File: src/rtl/swso_pkg.sv
// Package: entry type, function codes and controller state/command types.
package swso_pkg;

    typedef struct packed {
        logic [7:0]  tag;
        logic [15:0] priority_v;
        logic [15:0] weight;
        logic        is_ipv6;
    } t_entry;

    localparam int EntryW = $bits(t_entry);

    typedef enum logic [1:0] {
        FUNC_LOAD = 2'd0,
        FUNC_SORT = 2'd1,
        FUNC_DRAW = 2'd2,
        FUNC_NONE = 2'd3
    } t_func;

    typedef enum logic [3:0] {
        S_IDLE,
        S_LOAD,
        S_SORT_RD,
        S_SORT_CMP,
        S_SORT_WR,
        S_SUM_RD,
        S_SUM_ACC,
        S_MOD,
        S_WALK_RD,
        S_WALK_CHK,
        S_SHIFT_RD,
        S_SHIFT_WR,
        S_OUT
    } t_state;

    typedef struct packed {
        logic load_in;    // latch request
        logic wr_load;    // write request entry at count
        logic idx_clr;
        logic idx_inc;
        logic rd_pair;    // read idx and idx+1
        logic wr_a;       // swap write, first half
        logic wr_b;       // swap write, second half
        logic sum_clr;
        logic sum_acc;
        logic mod_start;
        logic mod_step;
        logic sel_sub;
        logic pick;       // capture drawn entry
        logic shift_wr;   // store[idx] <= store[idx+1]
        logic cnt_dec;
        logic out_set;
        logic out_empty;
    } t_cmd;

    typedef struct packed {
        logic func_load;
        logic func_sort;
        logic func_draw;
        logic full;
        logic empty;
        logic pair_end;   // idx+1 >= count
        logic idx_end;    // idx >= count
        logic swap;
        logic same_pri;
        logic mod_done;
        logic sel_hit;
        logic out_busy;
    } t_sts;

endpackage

File: src/rtl/swso_ram.sv
// Generic single-write, dual-read RAM with registered read data.
module swso_ram #(
    parameter int Width = 8,
    parameter int Depth = 16
) (
    input  logic                     i_clk,
    input  logic                     i_we,
    input  logic [$clog2(Depth)-1:0] i_waddr,
    input  logic [Width-1:0]         i_wdata,
    input  logic [$clog2(Depth)-1:0] i_raddr_a,
    input  logic [$clog2(Depth)-1:0] i_raddr_b,
    output logic [Width-1:0]         o_rdata_a,
    output logic [Width-1:0]         o_rdata_b
);
    logic [Width-1:0] r_mem [Depth];

    always_ff @(posedge i_clk) begin
        if (i_we) begin
            r_mem[i_waddr] <= i_wdata;
        end
        o_rdata_a <= r_mem[i_raddr_a];
        o_rdata_b <= r_mem[i_raddr_b];
    end
endmodule

File: src/rtl/swso_ctrl.sv
// Controller state machine for load, sort and draw sequencing.
module swso_ctrl (
    input  logic           i_clk,
    input  logic           i_rst_n,
    input  logic           i_valid,
    input  swso_pkg::t_sts i_sts,
    output logic           o_stall,
    output swso_pkg::t_cmd o_cmd
);
    import swso_pkg::*;

    t_state r_state, n_state;

    always_ff @(posedge i_clk) begin
        if (!i_rst_n) begin
            r_state <= S_IDLE;
        end else begin
            r_state <= n_state;
        end
    end

    always_comb begin
        n_state = r_state;
        unique case (r_state)
            S_IDLE: begin
                if (i_valid) n_state = S_LOAD;
            end
            S_LOAD: begin
                if (i_sts.func_load) n_state = S_IDLE;
                else if (i_sts.func_sort) n_state = S_SORT_RD;
                else if (i_sts.func_draw) begin
                    n_state = i_sts.empty ? S_OUT : S_SUM_RD;
                end else n_state = S_IDLE;
            end
            S_SORT_RD:  n_state = i_sts.pair_end ? S_IDLE : S_SORT_CMP;
            S_SORT_CMP: n_state = i_sts.swap ? S_SORT_WR : S_SORT_RD;
            S_SORT_WR:  n_state = S_SORT_RD;
            S_SUM_RD:   n_state = i_sts.idx_end ? S_MOD : S_SUM_ACC;
            S_SUM_ACC:  n_state = i_sts.same_pri ? S_SUM_RD : S_MOD;
            S_MOD:      n_state = i_sts.mod_done ? S_WALK_RD : S_MOD;
            S_WALK_RD:  n_state = S_WALK_CHK;
            S_WALK_CHK: n_state = i_sts.sel_hit ? S_SHIFT_RD : S_WALK_RD;
            S_SHIFT_RD: n_state = i_sts.pair_end ? S_OUT : S_SHIFT_WR;
            S_SHIFT_WR: n_state = S_SHIFT_RD;
            S_OUT:      n_state = i_sts.out_busy ? S_OUT : S_IDLE;
            default:    n_state = S_IDLE;
        endcase
    end

    always_comb begin
        o_cmd   = '0;
        o_stall = (r_state != S_IDLE);
        unique case (r_state)
            S_IDLE: o_cmd.load_in = i_valid;
            S_LOAD: begin
                o_cmd.idx_clr = 1'b1;
                o_cmd.sum_clr = 1'b1;
                o_cmd.wr_load = i_sts.func_load && !i_sts.full;
            end
            S_SORT_RD:  o_cmd.rd_pair = 1'b1;
            S_SORT_CMP: begin
                o_cmd.wr_a    = i_sts.swap;
                o_cmd.idx_inc = !i_sts.swap;
            end
            S_SORT_WR: begin
                o_cmd.wr_b    = 1'b1;
                o_cmd.idx_clr = 1'b1;
            end
            S_SUM_RD: begin
                o_cmd.rd_pair   = 1'b1;
                o_cmd.mod_start = i_sts.idx_end;
            end
            S_SUM_ACC: begin
                o_cmd.sum_acc   = i_sts.same_pri;
                o_cmd.idx_inc   = i_sts.same_pri;
                o_cmd.mod_start = !i_sts.same_pri;
            end
            S_MOD: begin
                o_cmd.mod_step = 1'b1;
                o_cmd.idx_clr  = i_sts.mod_done;
            end
            S_WALK_RD:  o_cmd.rd_pair = 1'b1;
            S_WALK_CHK: begin
                o_cmd.pick    = i_sts.sel_hit;
                o_cmd.sel_sub = !i_sts.sel_hit;
                o_cmd.idx_inc = !i_sts.sel_hit;
            end
            S_SHIFT_RD: begin
                o_cmd.rd_pair = 1'b1;
                o_cmd.cnt_dec = i_sts.pair_end;
            end
            S_SHIFT_WR: begin
                o_cmd.shift_wr = 1'b1;
                o_cmd.idx_inc  = 1'b1;
            end
            S_OUT: begin
                o_cmd.out_set   = !i_sts.out_busy;
                o_cmd.out_empty = !i_sts.out_busy && i_sts.empty;
            end
            default: ;
        endcase
    end
endmodule

File: src/rtl/swso_dp.sv
// Datapath: entry store, count, sort compare, weight sum, modulo, output register.
module swso_dp #(
    parameter int MaxEntries = 16
) (
    input  logic           i_clk,
    input  logic           i_rst_n,
    input  swso_pkg::t_cmd i_cmd,
    output swso_pkg::t_sts o_sts,
    input  logic           i_prefer_ipv6,
    input  logic [1:0]     i_func,
    input  logic           i_is_ipv6,
    input  logic [15:0]    i_priority_req,
    input  logic [15:0]    i_weight,
    input  logic [7:0]     i_tag,
    input  logic [30:0]    i_random_value,
    input  logic           i_out_stall,
    output logic           o_valid,
    output logic           o_valid_res,
    output logic [7:0]     o_out_tag,
    output logic [15:0]    o_out_priority,
    output logic [15:0]    o_out_weight,
    output logic           o_out_is_ipv6,
    output logic           o_last
);
    import swso_pkg::*;

    localparam int AW = (MaxEntries > 1) ? $clog2(MaxEntries) : 1;
    localparam int CW = $clog2(MaxEntries + 1);
    localparam int SW = 17 + CW;   // sum of up to MaxEntries (weight+1)
    localparam int MW = 32;        // width for modulo/select values

    logic [1:0]  r_func;
    t_entry      r_in;
    logic [30:0] r_rnd;
    logic [CW-1:0] r_cnt;
    logic [CW-1:0] r_idx;
    logic [SW-1:0] r_sum;
    logic [MW-1:0] r_rem, r_den;
    logic [5:0]    r_bit;
    logic          r_mod_busy;
    logic [MW-1:0] r_sel;
    t_entry        r_pick;

    t_entry rd_a, rd_b, lead_e;
    logic   ram_we;
    logic [AW-1:0] waddr, ra, rb;
    t_entry wdata;
    logic [CW-1:0] idx1;

    assign idx1 = r_idx + CW'(1);
    assign ra   = r_idx[AW-1:0];
    assign rb   = i_cmd.rd_pair ? idx1[AW-1:0] : AW'(0);

    always_comb begin
        ram_we = 1'b0;
        waddr  = ra;
        wdata  = rd_a;
        if (i_cmd.wr_load) begin
            ram_we = 1'b1; waddr = r_cnt[AW-1:0]; wdata = r_in;
        end else if (i_cmd.wr_a) begin
            ram_we = 1'b1; waddr = ra; wdata = rd_b;
        end else if (i_cmd.wr_b) begin
            ram_we = 1'b1; waddr = idx1[AW-1:0]; wdata = r_pick;
        end else if (i_cmd.shift_wr) begin
            ram_we = 1'b1; waddr = ra; wdata = rd_b;
        end
    end

    logic [EntryW-1:0] qa, qb;
    swso_ram #(.Width(EntryW), .Depth(1 << AW)) u_ram (
        .i_clk    (i_clk),
        .i_we     (ram_we),
        .i_waddr  (waddr),
        .i_wdata  (wdata),
        .i_raddr_a(ra),
        .i_raddr_b(rb),
        .o_rdata_a(qa),
        .o_rdata_b(qb)
    );
    assign rd_a = t_entry'(qa);
    assign rd_b = t_entry'(qb);

    // set once this draw picked an entry, so a store emptied by it is not an empty draw
    logic          r_picked;
    logic          swap;
    logic [MW-1:0] w1;
    assign lead_e = rd_a;
    assign w1 = MW'(rd_a.weight) + MW'(1);

    always_comb begin
        if (i_prefer_ipv6 && rd_a.is_ipv6 && !rd_b.is_ipv6) swap = 1'b0;
        else if (rd_a.priority_v < rd_b.priority_v) swap = 1'b0;
        else if (rd_a.priority_v == rd_b.priority_v &&
                 (rd_a.weight == 16'd0 || rd_b.weight != 16'd0)) swap = 1'b0;
        else swap = 1'b1;
    end

    logic [MW:0] trial;
    assign trial = {r_rem[MW-1:0], r_rnd[r_bit[4:0]]} - {1'b0, r_den};

    always_ff @(posedge i_clk) begin
        if (!i_rst_n) begin
            r_cnt      <= '0;
            r_mod_busy <= 1'b0;
            o_valid    <= 1'b0;
            r_picked   <= 1'b0;
        end else begin
            if (i_cmd.wr_load) r_cnt <= r_cnt + CW'(1);
            if (i_cmd.cnt_dec) r_cnt <= r_cnt - CW'(1);
            if (i_cmd.mod_start) r_mod_busy <= 1'b1;
            else if (i_cmd.mod_step && r_bit == 6'd0) r_mod_busy <= 1'b0;
            if (i_cmd.out_set) o_valid <= 1'b1;
            else if (!i_out_stall) o_valid <= 1'b0;
            if (i_cmd.pick) r_picked <= 1'b1;
            else if (i_cmd.out_set) r_picked <= 1'b0;
        end
    end

    always_ff @(posedge i_clk) begin
        if (i_cmd.load_in) begin
            r_func <= i_func;
            r_in   <= '{tag: i_tag, priority_v: i_priority_req,
                        weight: i_weight, is_ipv6: i_is_ipv6};
            r_rnd  <= i_random_value;
        end
        if (i_cmd.idx_clr) r_idx <= '0;
        else if (i_cmd.idx_inc) r_idx <= r_idx + CW'(1);
        if (i_cmd.sum_clr) r_sum <= '0;
        else if (i_cmd.sum_acc) r_sum <= r_sum + SW'(w1);
        if (i_cmd.wr_a) r_pick <= rd_a;   // hold first half of swap
        if (i_cmd.mod_start) begin
            r_den <= MW'(r_sum) + (i_cmd.sum_acc ? w1 : MW'(0));
            r_rem <= '0;
            r_bit <= 6'd30;
        end else if (i_cmd.mod_step && r_mod_busy) begin
            r_rem <= trial[MW] ? {r_rem[MW-2:0], r_rnd[r_bit[4:0]]} : trial[MW-1:0];
            if (r_bit != 6'd0) r_bit <= r_bit - 6'd1;
        end
        if (i_cmd.mod_step && !r_mod_busy) r_sel <= r_rem + MW'(1);
        else if (i_cmd.sel_sub) r_sel <= r_sel - w1;
        if (i_cmd.pick) r_pick <= rd_a;
        if (i_cmd.out_set) begin
            o_valid_res    <= !i_cmd.out_empty;
            o_out_tag      <= i_cmd.out_empty ? '0 : r_pick.tag;
            o_out_priority <= i_cmd.out_empty ? '0 : r_pick.priority_v;
            o_out_weight   <= i_cmd.out_empty ? '0 : r_pick.weight;
            o_out_is_ipv6  <= i_cmd.out_empty ? 1'b0 : r_pick.is_ipv6;
            o_last         <= !i_cmd.out_empty && (r_cnt == '0);
        end
    end

    // group lead priority: entry 0 read in the first sum step
    logic [15:0] lead_pri;
    logic        r_lead_ok;
    always_ff @(posedge i_clk) begin
        if (i_cmd.sum_clr) r_lead_ok <= 1'b0;
        else if (i_cmd.sum_acc) r_lead_ok <= 1'b1;
    end
    logic [15:0] r_lead_pri;
    always_ff @(posedge i_clk) begin
        if (i_cmd.sum_acc && !r_lead_ok) r_lead_pri <= lead_e.priority_v;
    end
    assign lead_pri = r_lead_ok ? r_lead_pri : lead_e.priority_v;

    assign o_sts.func_load = (r_func == FUNC_LOAD);
    assign o_sts.func_sort = (r_func == FUNC_SORT);
    assign o_sts.func_draw = (r_func == FUNC_DRAW);
    assign o_sts.full      = (r_cnt >= CW'(MaxEntries));
    assign o_sts.empty     = (r_cnt == '0) && !r_picked;
    assign o_sts.pair_end  = (idx1 >= r_cnt);
    assign o_sts.idx_end   = (r_idx >= r_cnt);
    assign o_sts.swap      = swap;
    assign o_sts.same_pri  = (rd_a.priority_v == lead_pri);
    assign o_sts.mod_done  = !r_mod_busy;
    assign o_sts.sel_hit   = (r_sel <= w1) || (idx1 >= r_cnt);
    assign o_sts.out_busy  = o_valid && i_out_stall;
endmodule

File: src/rtl/srv_weighted_server_order.sv
// Top level: weighted SRV server ordering block.
// Sequencing: load writes one entry; sort compares adjacent pairs, writing a swap where
// needed and restarting after each swap; draw sums weight+1 over the entries sharing
// entry 0's priority, runs a bit-serial modulo, walks to the pick, closes up the entries
// behind it, then fills the result register. One request in flight at a time.
// Reset (synchronous, active low) empties the store and sets prefer_ipv6 to 1.
module srv_weighted_server_order #(
    parameter int MAX_ENTRIES = 16
) (
    input  logic        i_clk,
    input  logic        i_rst_n,
    input  logic        i_cfg_we,
    input  logic        i_cfg_wdata,
    input  logic        i_valid,
    output logic        o_stall,
    input  logic [1:0]  i_func,
    input  logic        i_is_ipv6,
    input  logic [15:0] i_priority_req,
    input  logic [15:0] i_weight,
    input  logic [7:0]  i_tag,
    input  logic [30:0] i_random_value,
    output logic        o_valid,
    input  logic        i_stall,
    output logic        o_valid_res,
    output logic [7:0]  o_out_tag,
    output logic [15:0] o_out_priority,
    output logic [15:0] o_out_weight,
    output logic        o_out_is_ipv6,
    output logic        o_last
);
    import swso_pkg::*;

    logic r_prefer_ipv6;
    t_cmd cmd;
    t_sts sts;

    // config register
    always_ff @(posedge i_clk) begin
        if (!i_rst_n) begin
            r_prefer_ipv6 <= 1'b1;
        end else if (i_cfg_we) begin
            r_prefer_ipv6 <= i_cfg_wdata;
        end
    end

    swso_ctrl u_ctrl (
        .i_clk  (i_clk),
        .i_rst_n(i_rst_n),
        .i_valid(i_valid),
        .i_sts  (sts),
        .o_stall(o_stall),
        .o_cmd  (cmd)
    );

    swso_dp #(.MaxEntries(MAX_ENTRIES)) u_dp (
        .i_clk         (i_clk),
        .i_rst_n       (i_rst_n),
        .i_cmd         (cmd),
        .o_sts         (sts),
        .i_prefer_ipv6 (r_prefer_ipv6),
        .i_func        (i_func),
        .i_is_ipv6     (i_is_ipv6),
        .i_priority_req(i_priority_req),
        .i_weight      (i_weight),
        .i_tag         (i_tag),
        .i_random_value(i_random_value),
        .i_out_stall   (i_stall),
        .o_valid       (o_valid),
        .o_valid_res   (o_valid_res),
        .o_out_tag     (o_out_tag),
        .o_out_priority(o_out_priority),
        .o_out_weight  (o_out_weight),
        .o_out_is_ipv6 (o_out_is_ipv6),
        .o_last        (o_last)
    );
endmodule
File: config.mk
export PLATFORM = sky130hd
export DESIGN_NAME = srv_weighted_server_order
export DESIGN_NICKNAME = d
export VERILOG_FILES = /design/src/rtl/swso_pkg.sv /design/src/rtl/swso_ram.sv /design/src/rtl/swso_ctrl.sv /design/src/rtl/swso_dp.sv /design/src/rtl/srv_weighted_server_order.sv
export SDC_FILE = /design/constraint.sdc
export NUM_CORES = 2
export LEC_CHECK = 0
export ABC_AREA = 1
export BUFFER_PORTS_ARGS = -buffer_cell sky130_fd_sc_hd__buf_2
export CAP_MARGIN = 20
export CORE_MARGIN = 2
export CORE_UTILIZATION = 40
export DETAILED_ROUTE_END_ITERATION = 8
export GPL_ROUTABILITY_DRIVEN = 0
export GPL_TIMING_DRIVEN = 0
export PLACE_DENSITY = 0.57
export SYNTH_ARGS = -nofsm -noshare
export SYNTH_HDL_FRONTEND = slang
export SYNTH_HIERARCHICAL = 1
export SYNTH_SLANG_ARGS = --single-unit
File: constraint.sdc
create_clock -name i_clk -period 6.3 [get_ports i_clk]
set_input_delay 0.63 -clock i_clk [delete_from_list [all_inputs] [get_ports i_clk]]
set_output_delay 0.63 -clock i_clk [all_outputs]
set_load 0.005 [all_outputs]
# --- After elaboration in Yosys (flattened, before gate mapping) ---
# Memories as Yosys holds them, arrays and structs flattened. A register that Yosys moved wholly into a read port is not among the register bits.
# Index checks and enable logic that the tools add are counted.
classes:
  addsub: 10
  n_lt_le_gt_ge: 6
  n_eq_ne: 18
  reduce_logical: 40
  muxes: 63
op_table:
  columns: ["op", "count"]
  rows:
  - ["41-bit two-way mux", 6]
  - ["32-bit two-way mux", 4]
  - ["4-bit one-hot mux with 13 select lines", 1]
  - ["4-bit two-way mux", 11]
  - ["33-bit by 32-bit subtractor with 33-bit output", 1]
  - ["22-bit by 32-bit adder with 32-bit output", 1]
  - ["32-bit by 1-bit adder with 32-bit output, second input constant", 1]
  - ["16-bit == test", 2]
  - ["32-bit less-or-equal comparator", 1]
  - ["32-bit subtractor", 1]
  - ["1-bit two-way mux", 27]
  - ["22-bit adder", 1]
  - ["4-bit == test, second input constant", 5]
  - ["16-bit by 1-bit adder with 17-bit output, second input constant", 1]
  - ["4-bit by 3-bit == test with 1-bit output, second input constant", 4]
  - ["16-bit zero test", 1]
  - ["16-bit < comparator", 1]
  - ["16-bit two-way mux", 1]
  - ["16-bit nonzero test", 1]
  - ["1-bit logical AND", 12]
  - ["5-bit by 1-bit adder with 5-bit output, second input constant", 2]
  - ["5-bit >= comparator", 2]
  - ["1-bit zero test", 10]
  - ["2-bit two-way mux", 5]
  - ["other kinds (26)", 35]
word_totals:
  memories: 1
  mem_bits_rw: 656
  out_inout_bits: 45
  regBits: 317
  word_cells: 168
mem_list:
  columns: ["name", "depth", "word_bits", "read_ports", "rd_ports_with_merged_regs", "wr", "line", "text"]
  rows:
  - ["u_dp.u_ram.r_mem", 16, 41, 2, 2, 1, "swso_ram.sv:15", "logic [Width-1:0] r_mem [Depth];"]

# --- Longest topological paths before layout ---
logic_depth:
  ltp_word: 11
  ltp_mapped: 32

# --- Hierarchy ---
# Netlist, hierarchy kept.
modules_own_cells:
  columns: ["mod", "area_per_inst_um2", "cells_per_inst", "n_inst", "seq_area_each_um2"]
  rows:
  - ["swso_ram", 36683.9, 4241, 1, 21340.5]
  - ["swso_dp", 20428.3, 2679, 1, 8358.0]
  - ["swso_ctrl", 515.5, 103, 1, 80.1]
  - ["srv_weighted_server_order", 43.8, 5, 1, 20.0]

# --- Least setup slack after synthesis ---
# OpenSTA, ideal clock, no wires.
synth_timing:
  path_kind: "flip-flop to flip-flop"
  start: "register u_dp.u_ram.o_rdata_a[26], read port of u_dp.u_ram.r_mem"
  end: "memory u_dp/u_ram/r_mem[12][0] (netlist bit), enable pin"
  period_less_slack_ns: 4.607
  slack_ns: 1.693
  stages_incl_launch_ff: 17
  path_buffers: 2
  required_ns: 5.860
  setup_time_ns: 0.440
  arrival_ns: 4.168
  path_cell_list: "dfxtp_1 > ha_1 > a21oi_1 > nor2_1 > a211oi_1 > o221ai_1 > a21oi_1 > nor2_1 > buf_4 > nand2_1 > inv_1 > nor2_1 > clkbuf_1 > nand2_1 > a22oi_1 > nand3_1 > nor2_1"
synth_lines:
  columns: ["item", "line", "text"]
  rows:
  - ["start: declaration", "swso_ram.sv:12", "output logic [Width-1:0] o_rdata_a,"]
  - ["end: declaration", "swso_ram.sv:15", null]

==> impl_summary.log <==
INFO  metric run_status = completed
INFO  metric drt_wl_total = about 220 mm
INFO  metric core-area = between 100,000 and 150,000 um^2
INFO  metric initial_utilization = 40.2%
INFO  metric synth.cell_area = just under 60,000 um^2
INFO  metric clock_skew = ~0.09 ns
INFO  metric async_reset_ff_share = 0%
INFO  metric ant_nets = 0
INFO  metric final_core_util = 46.2%
INFO  metric cell_types_with_the_largest_area_share_after_synthesis = sky130_fd_sc_hd__edfxtp_1 46%, sky130_fd_sc_hd__nand2_1 13%, sky130_fd_sc_hd__nand3_1 11%, sky130_fd_sc_hd__inv_1 7.1%, sky130_fd_sc_hd__dfxtp_1 5.6%
INFO  metric ys_ff_latch = approximately 1,000
INFO  metric end_kind = flop
INFO  metric min_period_over_period = between 90% and 100%
INFO  metric timing_worst_setup_path_type = reg -> reg
INFO  metric dr.pass1.iters = 7
INFO  metric max_cap_viol_count = 0
INFO  metric holdPathEnd = u_dp/r_in[17]
INFO  metric critical_path_required = ~6.7 ns
INFO  metric ir_drop = between 0.2 and 0.3 mV
INFO  metric drc_errors = 0
INFO  metric via_count_of_the_first_global_routing_pass = between 40,000 and 50,000
INFO  metric clock_root_buffer = sky130_fd_sc_hd__clkbuf_16
INFO  metric syn_nets = between 7,000 and 8,000
INFO  metric critical-path-top-delay-family = simple AND/OR/NAND/NOR gates
INFO  metric layout.nets = around 7,600
INFO  metric cpMostUsedCell = sky130_fd_sc_hd__nand2_1
INFO  metric layout_commonest_cell = sky130_fd_sc_hd__nand2_1
INFO  metric grt_setup_unrepaired = false
INFO  metric capture_point_of_the_worst_reg_to_reg_path = u_dp/r_sel[13]
INFO  metric totalPowerFinal = 22.1 mW
INFO  metric worst_path_largest_cell_delay = between 0.6 and 0.7 ns
INFO  metric yosys.area.top_type_share = a little under half
INFO  metric die_h = approximately 380 um
INFO  metric antenna_violations_before_repair = 18
INFO  metric critical_path.n_buffers_inverters = 4
INFO  metric rr_worst_depth = 29
INFO  metric dp_hpwl = between 150 and 200 mm
INFO  metric avg_inst_size_synth = slightly above 8 um^2
INFO  metric critical-path-slowest-cell = sky130_fd_sc_hd__or2_2
INFO  metric numClockSinks = about 1,000
INFO  metric die_x = 384 um
INFO  metric seq_area_frac_synth = between 50% and 60%
INFO  metric critical_path_peak_fanout = 32
INFO  metric synth-edff-count = roughly 890
INFO  metric normalized_max_slew_margin = around an eighth
INFO  metric p_per_area = roughly 330 nW/um^2
INFO  metric crit_arrival = between 6 and 7 ns
INFO  metric tightest_slew = 1.31 ns
INFO  metric layout.filler_cells = 13,896
INFO  metric number_of_drc_markers_in_iteration_0 = 7,617
INFO  metric timing.hold.worst.class = in -> reg
INFO  metric grt_pass1_wl = around 320 mm
INFO  metric reported_leakage_power = ~30 nW
INFO  metric hold_violations = 0
INFO  metric reg2reg_from = u_dp/u_ram/o_rdata_a[1]
INFO  metric numPlacedInstances = between 9,000 and 10,000
INFO  metric layout.cells.most_common_list = 2,066 x sky130_fd_sc_hd__nand2_1, 1,296 x sky130_fd_sc_hd__nand3_1, 1,097 x sky130_fd_sc_hd__inv_1
INFO  metric max-clock-path-buffers = 3
INFO  metric placement_rows = between 100 and 150
INFO  metric synthDistinctLibCells = between 50 and 60
INFO  metric gr-usage-all-layers = roughly 30%
INFO  metric holdBufCountCts = 16
INFO  metric clock_latency = between 0.7 and 0.8 ns
INFO  metric cts_resized = 0
INFO  metric fin_cells = 9,370
INFO  metric layout-area-overhead-vs-synth = 14.8%
INFO  metric total_setup_violations_reported_at_the_end_of_the_flow = 0
INFO  metric io-pin-count = between 100 and 150
INFO  metric post_route_cells_drive_above_1_share = under 10%
INFO  metric timing.hold.worst.start = i_priority_req[0]
INFO  metric yosys.area.top_type = sky130_fd_sc_hd__edfxtp_1
INFO  metric dominantRegCellSynth = sky130_fd_sc_hd__edfxtp_1
INFO  metric rrSetupSlack = slightly above 0.6 ns
INFO  metric routed_wire_length_per_instance = between 20 and 25 um
INFO  metric routed_via_density = about 5.5
INFO  metric clock.fmax = approximately 0.18 GHz
INFO  metric floorplan.die_area = around 150,000 um^2
INFO  metric min_delay_path_depth = 1
INFO  metric cts_buffers = ~120
INFO  metric yosysWarnings = 6
INFO  metric synthCells = 7,028
INFO  metric port-buffer-count = around 120
INFO  metric finalCriticalPeriod = between 5 and 6 ns
INFO  metric grt_max_degree = 33
INFO  metric cts_setup_buffers = 0
INFO  metric slew_violations = 0
INFO  metric cts_tree = built
INFO  metric gr-total-overflow = 0
INFO  metric cts_max_level = 3
INFO  metric worst_setup_path_start_kind = flop
INFO  metric worst_setup_hold_path_clk_slew = roughly 0.06 ns
INFO  metric vias = approximately 52,000
## worst register-to-register path: cells and delay by family, from the launching register on
family | cells | cell delay [ns]
flip-flops | 1 | 0.49
AND/OR/NAND/NOR | 21 | 3.48
AO/OA/AOI/OAI | 2 | 0.27
adder cells (fa/ha/maj) | 2 | 0.66
buffers and inverters | 4 | 0.38
## cell usage after synthesis (9+ instances only)
cell type / instances
sky130_fd_sc_hd__a21o_1: 9
sky130_fd_sc_hd__a21oi_1: 135
sky130_fd_sc_hd__a21oi_2: 11
sky130_fd_sc_hd__buf_1: 37
sky130_fd_sc_hd__buf_2: 123
sky130_fd_sc_hd__buf_4: 35
sky130_fd_sc_hd__buf_6: 67
sky130_fd_sc_hd__clkbuf_1: 84
sky130_fd_sc_hd__dfxtp_1: 161
sky130_fd_sc_hd__edfxtp_1: 885
sky130_fd_sc_hd__ha_1: 109
sky130_fd_sc_hd__inv_1: 1097
sky130_fd_sc_hd__inv_2: 25
sky130_fd_sc_hd__nand2_1: 2067
sky130_fd_sc_hd__nand2_2: 22
sky130_fd_sc_hd__nand3_1: 1296
sky130_fd_sc_hd__nand3_2: 14
sky130_fd_sc_hd__nand4_1: 44
sky130_fd_sc_hd__nor2_1: 337
sky130_fd_sc_hd__nor2_2: 10
sky130_fd_sc_hd__nor3_1: 30
sky130_fd_sc_hd__nor4_1: 15
sky130_fd_sc_hd__o211ai_1: 55
sky130_fd_sc_hd__o21ai_0: 138
sky130_fd_sc_hd__o221ai_1: 27
sky130_fd_sc_hd__xnor2_1: 22
sky130_fd_sc_hd__xor2_1: 79
## worst max-delay path by stage
stage,startpoint,to,slack (ns),cells after the start
after floorplan,u_dp/u_ram/o_rdata_a[26],u_dp/u_ram/r_mem[12][0],1.69,16
after global placement,u_dp/u_ram/o_rdata_b[31],u_dp/u_ram/r_mem[10][5],-2.17,16
after detailed placement,u_dp/u_ram/o_rdata_a[1],u_dp/r_sel[22],0.72,29
after CTS,u_dp/u_ram/o_rdata_a[1],u_dp/r_sel[22],0.70,29
after global routing,u_dp/u_ram/o_rdata_a[1],u_dp/r_sel[13],0.35,29
final,u_dp/u_ram/o_rdata_a[1],u_dp/r_sel[13],0.61,29
## power breakdown
group          total (mW)  switching [mW]  internal (mW)  leakage [nW]
clock network        7.05            3.02           4.03          1.90
logic                6.02            4.32           1.69          18.3
registers            9.02           0.363           8.66          9.34
total                22.1            7.71           14.4          29.5
## per-layer routing
layer  track usage (%)  vias up  share of wire, %
met1              40.3    24319                40
met2              44.1     3356                42
met5                 0        -             0.024
met3              8.38      661                14
met4              12.1        8               4.1
li1                  -    23598                 -
## stage by stage
stage	setup WS, ns	hold WS [ns]	TNS [ns]	cell area (um^2)
detailed placement	0.719	0.420	0	62100
global placement	-2.17	0.413	-1027.03	60700
finish	0.611	0.0461	0	66200
global route	0.354	0.0276	0	66200
CTS	0.705	0.00212	0	66200
floorplan	1.69	0.408	0	57700
## cell families after synthesis
| group | share of synthesized area (%) |
|---|---|
| compound gates | 4.45 |
| xor+xnor | 1.53 |
| flops | 51.7 |
| fa+ha+maj | 2.54 |
| buf+inv | 11.0 |
| simple gates | 28.9 |
## registers in the layout, indices dropped and copies added, names as in the netlist, 23 cells and up
signal	flops
u_dp/u_ram/r_mem	656
u_dp/r_in	41
u_dp/r_pick	41
u_dp/u_ram/o_rdata_a	41
u_dp/u_ram/o_rdata_b	41
u_dp/r_rem	32
u_dp/r_sel	32
u_dp/r_rnd	31
u_dp/r_den	23
## area by class of cell
| cell class | instances | area (um^2) | area share, % |
|---|---|---|---|
| Sequential cell | 1046 | 29800 | 45.0 |
| Multi-Input combinational cell | 4510 | 21800 | 33.0 |
| Inverter | 1126 | 4230 | 6.39 |
| Clock buffer | 169 | 3350 | 5.05 |
| Tap cell | 1903 | 2380 | 3.60 |
| Buffer | 346 | 2090 | 3.15 |
| Timing Repair Buffer | 211 | 1920 | 2.90 |
| Clock inverter | 54 | 597 | 0.901 |
| Antenna cell | 5 | 12.5 | 0.0189 |
Note: power is estimated with default switching activity, not from simulation.
